**config.mk**
```make
export PLATFORM = sky130hd
export DESIGN_NAME = smf_track_event_parser_top
export DESIGN_NICKNAME = d
export VERILOG_FILES = /design/src/rtl/smf_pkg.sv /design/src/rtl/smf_in_stage.sv /design/src/rtl/smf_parser.sv /design/src/rtl/smf_out_stage.sv /design/src/rtl/smf_track_event_parser_top.sv
export SDC_FILE = /design/constraint.sdc
export NUM_CORES = 1
export LEC_CHECK = 0
export ABC_AREA = 1
export BUFFER_PORTS_ARGS = -buffer_cell sky130_fd_sc_hd__buf_4
export CORE_MARGIN = 2
export CORE_UTILIZATION = 65
export DETAILED_ROUTE_END_ITERATION = 8
export PLACE_DENSITY_LB_ADDON = 0.12
export REMOVE_ABC_BUFFERS = 1
export SYNTH_ARGS = -nofsm -noshare
export SYNTH_HDL_FRONTEND = slang
export SYNTH_HIERARCHICAL = 1
export SYNTH_SLANG_ARGS = --single-unit
```
**constraint.sdc**
```tcl
create_clock -name aclk -period 10 [get_ports aclk]
set_clock_uncertainty 0.1 [all_clocks]
set_input_delay 1.5 -clock aclk [delete_from_list [all_inputs] [get_ports aclk]]
set_output_delay 1.5 -clock aclk [all_outputs]
set_load 0.005 [all_outputs]
```
**src/rtl/smf_pkg.sv**
```systemverilog
// Package for the track chunk parser: item layouts, parse phases, result kinds,
// byte codes and field widths. Used by every module of the block.
package smf_pkg;

    localparam int TICK_BITS_DEF = 40;
    localparam int VLQ_BITS      = 28;
    localparam int MSG_BITS      = 24;
    localparam int SXLEN_BITS    = 29;
    localparam int CHUNK_BITS    = 32;
    localparam int IN_DATA_BITS  = 40;

    localparam logic [7:0] BYTE_LOW7   = 8'h7F;
    localparam logic [7:0] BYTE_HIGH   = 8'h80;
    localparam logic [7:0] STAT_META   = 8'hFF;
    localparam logic [7:0] META_EOT    = 8'h2F;
    localparam logic [7:0] META_TEMPO  = 8'h51;
    localparam logic [7:0] STAT_SYSEX  = 8'hF0;
    localparam logic [7:0] STAT_ESCAPE = 8'hF7;
    localparam logic [7:0] STAT_SYSMIN = 8'hF1;
    localparam logic [3:0] HI_PROGRAM  = 4'hC;
    localparam logic [3:0] HI_PRESSURE = 4'hD;

    typedef enum logic [3:0] {
        PH_STOPPED,
        PH_DELTA,
        PH_STATUS,
        PH_META_TYPE,
        PH_META_LEN,
        PH_SKIP,
        PH_TEMPO,
        PH_SX_LEN,
        PH_SX_DATA,
        PH_ESC_LEN,
        PH_DATA1,
        PH_DATA2
    } phase_t;

    typedef enum logic [1:0] {
        KIND_CHANNEL,
        KIND_SX_HEADER,
        KIND_TEMPO,
        KIND_SX_DATA
    } kind_t;

    typedef struct packed {
        logic                  command;
        logic [7:0]            data_byte;
        logic [CHUNK_BITS-1:0] track_length;
    } in_item_t;

    typedef struct packed {
        logic                  valid;
        kind_t                 kind;
        logic [MSG_BITS-1:0]   message;
        logic [SXLEN_BITS-1:0] sysex_length;
        logic [7:0]            data_value;
        logic                  last;
    } result_t;

endpackage

```
**src/rtl/smf_in_stage.sv**
```systemverilog
// Input register of the track chunk parser: takes one item from the slave
// stream and holds it until the parser consumes it. Depends on smf_pkg.
module smf_in_stage (
    input  logic                            aclk,
    input  logic                            aresetn,
    input  logic                            s_tvalid,
    output logic                            s_tready,
    input  logic [smf_pkg::IN_DATA_BITS-1:0] s_tdata,  // data_byte, track_length
    input  logic                            s_tuser,  // command
    input  logic                            advance_i,
    output logic                            item_valid_o,
    output smf_pkg::in_item_t               item_o
);

    logic              valid_reg;
    logic              valid_next;
    smf_pkg::in_item_t item_reg;

    assign s_tready     = !valid_reg || advance_i;
    assign item_valid_o = valid_reg;
    assign item_o       = item_reg;

    always_comb begin
        valid_next = valid_reg;
        if (s_tvalid && s_tready) begin
            valid_next = 1'b1;
        end else if (advance_i) begin
            valid_next = 1'b0;
        end
    end

    always_ff @(posedge aclk) begin
        if (!aresetn) begin
            valid_reg <= 1'b0;
        end else begin
            valid_reg <= valid_next;
        end
    end

    always_ff @(posedge aclk) begin
        if (s_tvalid && s_tready) begin
            item_reg.command      <= s_tuser;
            item_reg.data_byte    <= s_tdata[7:0];
            item_reg.track_length <= s_tdata[smf_pkg::IN_DATA_BITS-1:8];
        end
    end

endmodule

```
**src/rtl/smf_parser.sv**
```systemverilog
// Parse state and per-byte step logic of the track chunk parser: delta times,
// running status, meta, sysex and escape events. Depends on smf_pkg.
module smf_parser #(
    parameter int TICK_BITS = smf_pkg::TICK_BITS_DEF
) (
    input  logic                  aclk,
    input  logic                  aresetn,
    input  logic                  step_i,
    input  smf_pkg::in_item_t     item_i,
    output smf_pkg::result_t      res_o,
    output logic [TICK_BITS-1:0]  tick_o
);

    localparam int VB = smf_pkg::VLQ_BITS;
    localparam int CB = smf_pkg::CHUNK_BITS;

    smf_pkg::phase_t       phase_reg, phase_next;
    logic [TICK_BITS-1:0]  tick_reg, tick_next;
    logic [VB-1:0]         vlq_value_reg, vlq_value_next;
    logic [2:0]            vlq_bytes_reg, vlq_bytes_next;
    logic [7:0]            run_status_reg, run_status_next;
    logic [7:0]            first_data_reg, first_data_next;
    logic [7:0]            meta_type_reg, meta_type_next;
    logic [VB-1:0]         payload_left_reg, payload_left_next;
    logic [23:0]           tempo_reg, tempo_next;
    logic [CB-1:0]         chunk_left_reg, chunk_left_next;
    logic [CB-1:0]         sx_offset_reg, sx_offset_next;

    logic [7:0]            b;
    logic [VB-1:0]         vlq_new;
    logic [2:0]            vlq_cnt;
    logic                  vlq_done;
    logic                  vlq_long;
    logic [CB-1:0]         chunk_dec;
    logic [TICK_BITS:0]    tick_sum;
    logic                  len_over;
    logic [VB-1:0]         pay_dec;
    logic [23:0]           tempo_new;
    logic                  do_data1;
    logic [3:0]            rs_hi;
    smf_pkg::result_t      res;

    always_comb begin
        b         = item_i.data_byte;
        vlq_new   = {vlq_value_reg[VB-8:0], b[6:0]};
        vlq_cnt   = vlq_bytes_reg + 3'd1;
        vlq_done  = !b[7];
        vlq_long  = (vlq_cnt >= 3'd4);
        chunk_dec = chunk_left_reg - CB'(1);
        tick_sum  = {1'b0, tick_reg} + (TICK_BITS+1)'(vlq_new);
        len_over  = ({{(CB-VB){1'b0}}, vlq_new} > chunk_dec);
        pay_dec   = payload_left_reg - VB'(1);
        tempo_new = {tempo_reg[15:0], b};
        rs_hi     = run_status_reg[7:4];
    end

    always_comb begin
        phase_next        = phase_reg;
        tick_next         = tick_reg;
        vlq_value_next    = vlq_value_reg;
        vlq_bytes_next    = vlq_bytes_reg;
        run_status_next   = run_status_reg;
        first_data_next   = first_data_reg;
        meta_type_next    = meta_type_reg;
        payload_left_next = payload_left_reg;
        tempo_next        = tempo_reg;
        chunk_left_next   = chunk_left_reg;
        sx_offset_next    = sx_offset_reg;
        res               = '0;
        do_data1          = 1'b0;

        if (step_i && item_i.command) begin
            phase_next        = smf_pkg::PH_DELTA;
            tick_next         = '0;
            vlq_value_next    = '0;
            vlq_bytes_next    = '0;
            run_status_next   = '0;
            first_data_next   = '0;
            meta_type_next    = '0;
            payload_left_next = '0;
            tempo_next        = '0;
            chunk_left_next   = item_i.track_length;
        end else if (step_i && phase_reg != smf_pkg::PH_STOPPED) begin
            if (chunk_left_reg == '0) begin
                phase_next = smf_pkg::PH_STOPPED;
            end else begin
                chunk_left_next = chunk_dec;
                unique case (phase_reg)
                    smf_pkg::PH_DELTA: begin
                        if (vlq_done) begin
                            tick_next      = tick_sum[TICK_BITS] ? {TICK_BITS{1'b1}}
                                                                 : tick_sum[TICK_BITS-1:0];
                            vlq_value_next = '0;
                            vlq_bytes_next = '0;
                            phase_next     = smf_pkg::PH_STATUS;
                        end else if (vlq_long) begin
                            phase_next = smf_pkg::PH_STOPPED;
                        end else begin
                            vlq_value_next = vlq_new;
                            vlq_bytes_next = vlq_cnt;
                        end
                    end
                    smf_pkg::PH_STATUS: begin
                        if (b == smf_pkg::STAT_META) begin
                            run_status_next = '0;
                            phase_next      = smf_pkg::PH_META_TYPE;
                        end else if (b == smf_pkg::STAT_SYSEX) begin
                            run_status_next = '0;
                            phase_next      = smf_pkg::PH_SX_LEN;
                        end else if (b == smf_pkg::STAT_ESCAPE) begin
                            run_status_next = '0;
                            phase_next      = smf_pkg::PH_ESC_LEN;
                        end else if (b >= smf_pkg::STAT_SYSMIN) begin
                            phase_next = smf_pkg::PH_STOPPED;
                        end else if ((b & smf_pkg::BYTE_HIGH) != 8'h00) begin
                            run_status_next = b;
                            phase_next      = smf_pkg::PH_DATA1;
                        end else if (run_status_reg == 8'h00) begin
                            phase_next = smf_pkg::PH_STOPPED;
                        end else begin
                            do_data1 = 1'b1;
                        end
                    end
                    smf_pkg::PH_DATA1: begin
                        do_data1 = 1'b1;
                    end
                    smf_pkg::PH_DATA2: begin
                        phase_next       = smf_pkg::PH_DELTA;
                        res.valid        = 1'b1;
                        res.kind         = smf_pkg::KIND_CHANNEL;
                        res.message      = {b, first_data_reg, run_status_reg};
                        res.last         = 1'b1;
                    end
                    smf_pkg::PH_META_TYPE: begin
                        meta_type_next = b;
                        vlq_value_next = '0;
                        vlq_bytes_next = '0;
                        phase_next     = smf_pkg::PH_META_LEN;
                    end
                    smf_pkg::PH_META_LEN, smf_pkg::PH_SX_LEN, smf_pkg::PH_ESC_LEN: begin
                        if (vlq_done) begin
                            vlq_value_next = '0;
                            vlq_bytes_next = '0;
                            if (len_over) begin
                                phase_next = smf_pkg::PH_STOPPED;
                            end else begin
                                payload_left_next = vlq_new;
                                if (phase_reg == smf_pkg::PH_META_LEN) begin
                                    if (meta_type_reg == smf_pkg::META_EOT) begin
                                        phase_next = smf_pkg::PH_STOPPED;
                                    end else if (meta_type_reg == smf_pkg::META_TEMPO
                                                 && vlq_new == VB'(3)) begin
                                        tempo_next = '0;
                                        phase_next = smf_pkg::PH_TEMPO;
                                    end else begin
                                        phase_next = (vlq_new == '0) ? smf_pkg::PH_DELTA
                                                                     : smf_pkg::PH_SKIP;
                                    end
                                end else if (phase_reg == smf_pkg::PH_ESC_LEN) begin
                                    phase_next = (vlq_new == '0) ? smf_pkg::PH_DELTA
                                                                 : smf_pkg::PH_SKIP;
                                end else begin
                                    res.valid        = 1'b1;
                                    res.kind         = smf_pkg::KIND_SX_HEADER;
                                    res.message      = sx_offset_reg[smf_pkg::MSG_BITS-1:0];
                                    res.sysex_length = smf_pkg::SXLEN_BITS'(vlq_new)
                                                       + smf_pkg::SXLEN_BITS'(1);
                                    res.data_value   = smf_pkg::STAT_SYSEX;
                                    res.last         = (vlq_new == '0);
                                    sx_offset_next   = sx_offset_reg + CB'(vlq_new) + CB'(1);
                                    phase_next       = (vlq_new == '0) ? smf_pkg::PH_DELTA
                                                                       : smf_pkg::PH_SX_DATA;
                                end
                            end
                        end else if (vlq_long) begin
                            phase_next = smf_pkg::PH_STOPPED;
                        end else begin
                            vlq_value_next = vlq_new;
                            vlq_bytes_next = vlq_cnt;
                        end
                    end
                    smf_pkg::PH_SKIP: begin
                        payload_left_next = pay_dec;
                        if (pay_dec == '0) begin
                            phase_next = smf_pkg::PH_DELTA;
                        end
                    end
                    smf_pkg::PH_TEMPO: begin
                        tempo_next        = tempo_new;
                        payload_left_next = pay_dec;
                        if (pay_dec == '0) begin
                            phase_next  = smf_pkg::PH_DELTA;
                            res.valid   = 1'b1;
                            res.kind    = smf_pkg::KIND_TEMPO;
                            res.message = tempo_new;
                            res.last    = 1'b1;
                        end
                    end
                    smf_pkg::PH_SX_DATA: begin
                        payload_left_next = pay_dec;
                        res.valid         = 1'b1;
                        res.kind          = smf_pkg::KIND_SX_DATA;
                        res.data_value    = b;
                        res.last          = (pay_dec == '0);
                        if (pay_dec == '0) begin
                            phase_next = smf_pkg::PH_DELTA;
                        end
                    end
                    default: begin
                        phase_next = smf_pkg::PH_STOPPED;
                    end
                endcase

                if (do_data1) begin
                    first_data_next = b;
                    if (rs_hi == smf_pkg::HI_PROGRAM || rs_hi == smf_pkg::HI_PRESSURE) begin
                        phase_next  = smf_pkg::PH_DELTA;
                        res.valid   = 1'b1;
                        res.kind    = smf_pkg::KIND_CHANNEL;
                        res.message = {8'h00, b, run_status_reg};
                        res.last    = 1'b1;
                    end else begin
                        phase_next = smf_pkg::PH_DATA2;
                    end
                end
            end
        end
    end

    assign res_o  = res;
    assign tick_o = tick_reg;

    always_ff @(posedge aclk) begin
        if (!aresetn) begin
            phase_reg        <= smf_pkg::PH_STOPPED;
            tick_reg         <= '0;
            vlq_value_reg    <= '0;
            vlq_bytes_reg    <= '0;
            run_status_reg   <= '0;
            first_data_reg   <= '0;
            meta_type_reg    <= '0;
            payload_left_reg <= '0;
            tempo_reg        <= '0;
            chunk_left_reg   <= '0;
            sx_offset_reg    <= '0;
        end else begin
            phase_reg        <= phase_next;
            tick_reg         <= tick_next;
            vlq_value_reg    <= vlq_value_next;
            vlq_bytes_reg    <= vlq_bytes_next;
            run_status_reg   <= run_status_next;
            first_data_reg   <= first_data_next;
            meta_type_reg    <= meta_type_next;
            payload_left_reg <= payload_left_next;
            tempo_reg        <= tempo_next;
            chunk_left_reg   <= chunk_left_next;
            sx_offset_reg    <= sx_offset_next;
        end
    end

    a_tick_monotonic: assert property (@(posedge aclk) disable iff (!aresetn)
        !(step_i && item_i.command) |=> tick_reg >= $past(tick_reg))
        else $error("tick moved back without a start item");

    a_sx_data_phase: assert property (@(posedge aclk) disable iff (!aresetn)
        res.valid && res.kind == smf_pkg::KIND_SX_DATA |-> phase_reg == smf_pkg::PH_SX_DATA)
        else $error("sysex byte emitted outside sysex payload");

    a_stopped_quiet: assert property (@(posedge aclk) disable iff (!aresetn)
        phase_reg == smf_pkg::PH_STOPPED && !(step_i && item_i.command)
        |=> phase_reg == smf_pkg::PH_STOPPED && chunk_left_reg == $past(chunk_left_reg))
        else $error("parser left stop without a start item");

    a_vlq_bound: assert property (@(posedge aclk) disable iff (!aresetn)
        step_i |=> vlq_bytes_reg <= 3'd3)
        else $error("delta or length field exceeded four bytes");

endmodule

```
**src/rtl/smf_out_stage.sv**
```systemverilog
// Result register of the track chunk parser: holds one result item for the
// master stream and packs its fields. Depends on smf_pkg.
module smf_out_stage #(
    parameter int TICK_BITS = smf_pkg::TICK_BITS_DEF,
    parameter int OUT_W     = ((2 + TICK_BITS + smf_pkg::MSG_BITS
                                + smf_pkg::SXLEN_BITS + 8 + 7) / 8) * 8
) (
    input  logic                  aclk,
    input  logic                  aresetn,
    input  logic                  advance_i,
    input  smf_pkg::result_t      res_i,
    input  logic [TICK_BITS-1:0]  tick_i,
    output logic                  m_tvalid,
    input  logic                  m_tready,
    output logic [OUT_W-1:0]      m_tdata,  // kind, event_tick, message, sysex_length, data_value
    output logic                  m_tlast   // last
);

    logic             valid_reg, valid_next;
    logic [OUT_W-1:0] data_reg;
    logic             last_reg;

    always_comb begin
        valid_next = valid_reg;
        if (advance_i) begin
            valid_next = res_i.valid;
        end else if (m_tready) begin
            valid_next = 1'b0;
        end
    end

    always_ff @(posedge aclk) begin
        if (!aresetn) begin
            valid_reg <= 1'b0;
        end else begin
            valid_reg <= valid_next;
        end
    end

    always_ff @(posedge aclk) begin
        if (advance_i && res_i.valid) begin
            data_reg <= OUT_W'({res_i.data_value, res_i.sysex_length, res_i.message,
                                tick_i, res_i.kind});
            last_reg <= res_i.last;
        end
    end

    assign m_tvalid = valid_reg;
    assign m_tdata  = data_reg;
    assign m_tlast  = last_reg;

endmodule

```
**src/rtl/smf_track_event_parser_top.sv**
```systemverilog
// Track chunk parser top level. A byte is held in the input register, then the
// result it causes is registered in the result register and shown on the master side.
// Throughput: one item per cycle while the master side is not stalled; the input register and
// result register are the only stages, and the per-byte state update fits between them.
// Reset: synchronous on aresetn low; the parser stays stopped until a start item.
module smf_track_event_parser_top #(
    parameter int TICK_BITS = smf_pkg::TICK_BITS_DEF,
    parameter int OUT_W     = ((2 + TICK_BITS + smf_pkg::MSG_BITS
                                + smf_pkg::SXLEN_BITS + 8 + 7) / 8) * 8
) (
    input  logic                             aclk,
    input  logic                             aresetn,
    input  logic                             s_tvalid,
    output logic                             s_tready,
    input  logic [smf_pkg::IN_DATA_BITS-1:0] s_tdata,  // data_byte, track_length
    input  logic                             s_tuser,  // command
    output logic                             m_tvalid,
    input  logic                             m_tready,
    output logic [OUT_W-1:0]                 m_tdata,  // kind, event_tick, message, sysex_length, data_value
    output logic                             m_tlast   // last
);

    logic                  item_valid;
    smf_pkg::in_item_t     item;
    logic                  advance;
    smf_pkg::result_t      res;
    logic [TICK_BITS-1:0]  tick;

    assign advance = item_valid && (!m_tvalid || m_tready);

    smf_in_stage u_in (
        .aclk         (aclk),
        .aresetn      (aresetn),
        .s_tvalid     (s_tvalid),
        .s_tready     (s_tready),
        .s_tdata      (s_tdata),
        .s_tuser      (s_tuser),
        .advance_i    (advance),
        .item_valid_o (item_valid),
        .item_o       (item)
    );

    smf_parser #(.TICK_BITS(TICK_BITS)) u_parser (
        .aclk    (aclk),
        .aresetn (aresetn),
        .step_i  (advance),
        .item_i  (item),
        .res_o   (res),
        .tick_o  (tick)
    );

    smf_out_stage #(.TICK_BITS(TICK_BITS), .OUT_W(OUT_W)) u_out (
        .aclk      (aclk),
        .aresetn   (aresetn),
        .advance_i (advance),
        .res_i     (res),
        .tick_i    (tick),
        .m_tvalid  (m_tvalid),
        .m_tready  (m_tready),
        .m_tdata   (m_tdata),
        .m_tlast   (m_tlast)
    );

endmodule
```
==> results.ini <==
[sta]
hold_viol=0
worstMarginPinSlew_ps=1233
timing.fmax_mhz=178.9
final-setup-viol-count=0
rsz0062_at_grt=no
relSlewSlack_pct=17.72
fin_crit_ps=5591
tns_ps=0
setup_slack_ps=4409
finalCritPeriodShare_pct=55.91
drv_slew=0

[global_route]
grt_max_degree=72
grt_use_total_pct=36.27
overflow=0
grt_pass1_wl_mm=87.46
grt_pass1_vias=16709
antenna_found_initial=0

[finish]
drive_gt1_share_pct=12.01
fin_cells=2932
largest_register_ffs=103
postLayoutCellArea_um2=21540
diodes=0
nets=2655
areaGrowthSynthToFinish_pct=13.14

[synth]
ys_ff_latch=339
synth_area_leader_cell=edfxtp_1
syn_area_per_cell_um2=7.930
synth_top_area_share_pct=22.87
syn-cell-area_um2=19040
synthCells=2401
synth-main-ff-cell=dfxtp_1
ys_async_sr_fraction_pct=0
synth_edf_count=145
synth_area_leaders=edfxtp_1 (23%), dfxtp_1 (20%), nand2_1 (8.5%)
ys_warn_count=6
ys_types=63
seq_area_frac_synth_pct=43.26

[place]
placed_cells=2868
dp.final_hpwl_mm=39.48
port_buffers=150
placed_area_um2=20390
routabilityCongestion=0.9931
pre_cts_slack_ps=4305

[clock_tree]
cts.clk_slew.worst_paths_ps=60
clockBufferDepth=3
cts_setup_buffers=0
ctsHoldBuffers=0
htree_levels=2
clock-sinks=339
cts_tree=done
root_buffer=clkbuf_16
cts_resized=0
clk_latency_ps=520
cts_inserted_buffers=36

[floorplan]
initial_core_util_pct=66.16
row_count=62
dieWidth_um=175.2
coreArea_um2=28780
die_area_um2=30680
ios=152
dieHeight_um=175.2

[power_and_ir_drop]
peakVddDrop_uv=146.9
power.share.switching_pct=26.07
p_sw_w=0.0008361
combinationalPowerShare_pct=12.4
p_int_w=0.002371
seqPwrFrac_pct=46.4
p_clk_share_pct=41.1
p_leak_nw=9.168
power.density_nw_per_um2=148.9
p_total_w=0.003207

[drt]
drc=0
drt_wl_total_mm=56.45
vias=17676
antenna_left=0
wl_per_cell_um=19.25
via_per_inst=6.029
drt_iter0_drc=1942
dr.pass1.iters=6

[job]
maxCapViolations=0

[min_path]
hold_class=flop to flop
hold_end=u_out/m_tdata[41]$_DFFE_PP_
worstHoldStart=u_parser/tick_o[39]$_SDFFE_PP0P_
holdPathStages=0

[setup_path]
arrival_ps=5640
r2r_cells=29
critPathCaptureType=flop
cpMostUsedCell=inv_1
r2r-end=u_out/m_tdata[14]$_DFFE_PP_
crit_type=flop to flop
r2r_start=u_parser/chunk_left_reg[0]$_SDFFE_PN0P_
max_stage_delay_ps=720
regToRegSetupSlack_ps=4410
crit_slowest_cell=buf_4
crit_required_ps=10050
cp-start-kind=flop
crit_fanout=65

[status]
run_status=complete, no violations

[critical path: cells and delay by family (launching register included)]
| family | cells | cell delay [ps] |
|---|---|---|
| xor gates and xnor gates | 1 | 210 |
| DFF | 1 | 310 |
| AOI/OAI and AO/OA | 3 | 270 |
| buffers and inverters | 8 | 1700 |
| adders and majority gates | 2 | 530 |
| and+or+nand+nor | 15 | 1980 |
[metrics by stage]
step,util [%],hold WS [ps]
2_1_floorplan,-,329.0
3_3_place_gp,70.85,343.8
3_5_place_dp,70.85,347.9
4_1_cts,74.85,362.4
5_1_grt,74.85,373.4
6_report,74.85,363.1
[Yosys cell counts (all sizes together), types with 16 or more instances]
master  number
a211oi      35
a21oi      225
a31oi       21
buf         36
clkbuf      49
dfxtp      194
edfxtp     145
ha          86
inv        271
nand2      448
nand3      132
nand4       41
nor2       291
nor3        48
nor4        16
o211ai      16
o21ai      180
xnor2       34
xor2        65
[worst max path at each step]
stage | startpoint | to | slack (ps) | cells past startpoint
detailed placement | m_tready | u_out/m_tdata[28]$_DFFE_PP_ | 4310 | 14
global route | u_parser/chunk_left_reg[0]$_SDFFE_PN0P_ | u_out/m_tdata[12]$_DFFE_PP_ | 3970 | 29
global placement | m_tready | u_out/m_tdata[24]$_DFFE_PP_ | 4440 | 14
finish | u_parser/chunk_left_reg[0]$_SDFFE_PN0P_ | u_out/m_tdata[14]$_DFFE_PP_ | 4410 | 29
floorplan | m_tready | u_parser/tick_o[1]$_SDFFE_PP0P_ | 3850 | 7
CTS | u_parser/chunk_left_reg[0]$_SDFFE_PN0P_ | u_out/m_tdata[76]$_DFFE_PP_ | 4410 | 29
[final cells by class]
type,count,area (um^2)
Sequential cell,339,8238
Clock inverter,14,145.1
Inverter,273,1035
Tap cell,384,480.5
Multi-Input combinational cell,1704,9378
Fill cell,2205,7238
Timing Repair Buffer,168,1261
Clock buffer,50,1005
[layer usage]
metal | share of wire [%] | routed length, um | GRT usage (%) | vias up
met5 | 0 | 0 | 0 | -
met4 | 5.6 | 3137 | 19.24 | 0
met3 | 9.6 | 5425 | 6.984 | 204
met2 | 45 | 25440 | 57.78 | 910
met1 | 40 | 22450 | 46.91 | 8177
li1 | - | - | - | 8385
[cells by family (layout without fill, tap and decap cells)]
| group | count (synthesis) | in the layout | share of synthesized area, % |
|---|---|---|---|
| flip-flops | 339 | 339 | 43.26 |
| buffers and inverters | 358 | 505 | 7.636 |
| adder cells (fa/ha/maj) | 88 | 88 | 5.861 |
| AND/OR/NAND/NOR | 987 | 987 | 22.53 |
| AO/OA/AOI/OAI | 529 | 529 | 16.14 |
| XOR/XNOR | 99 | 99 | 4.554 |
| other | 1 | 1 | 0.01969 |
[layout by cell type (no fill, tap or decap), drive strengths merged, types with 86 or more instances in the layout]
cell type	netlist	layout
nand2	448	448
nor2	291	291
inv	271	271
a21oi	225	225
dfxtp	194	194
o21ai	180	180
buf	36	168
edfxtp	145	145
nand3	132	132
ha	86	86
[power by group through the flow]
stage               combinational [W]  clock (W)  sequential, W
detailed placement           0.000389          0        0.00152
finish                       0.000399    0.00132        0.00149
CTS                          0.000391    0.00133        0.00149
global placement             0.000378          0        0.00152
floorplan                    0.000277          0        0.00151
global route                 0.000443    0.00138        0.00149
Power figures use the tool's default switching activity.
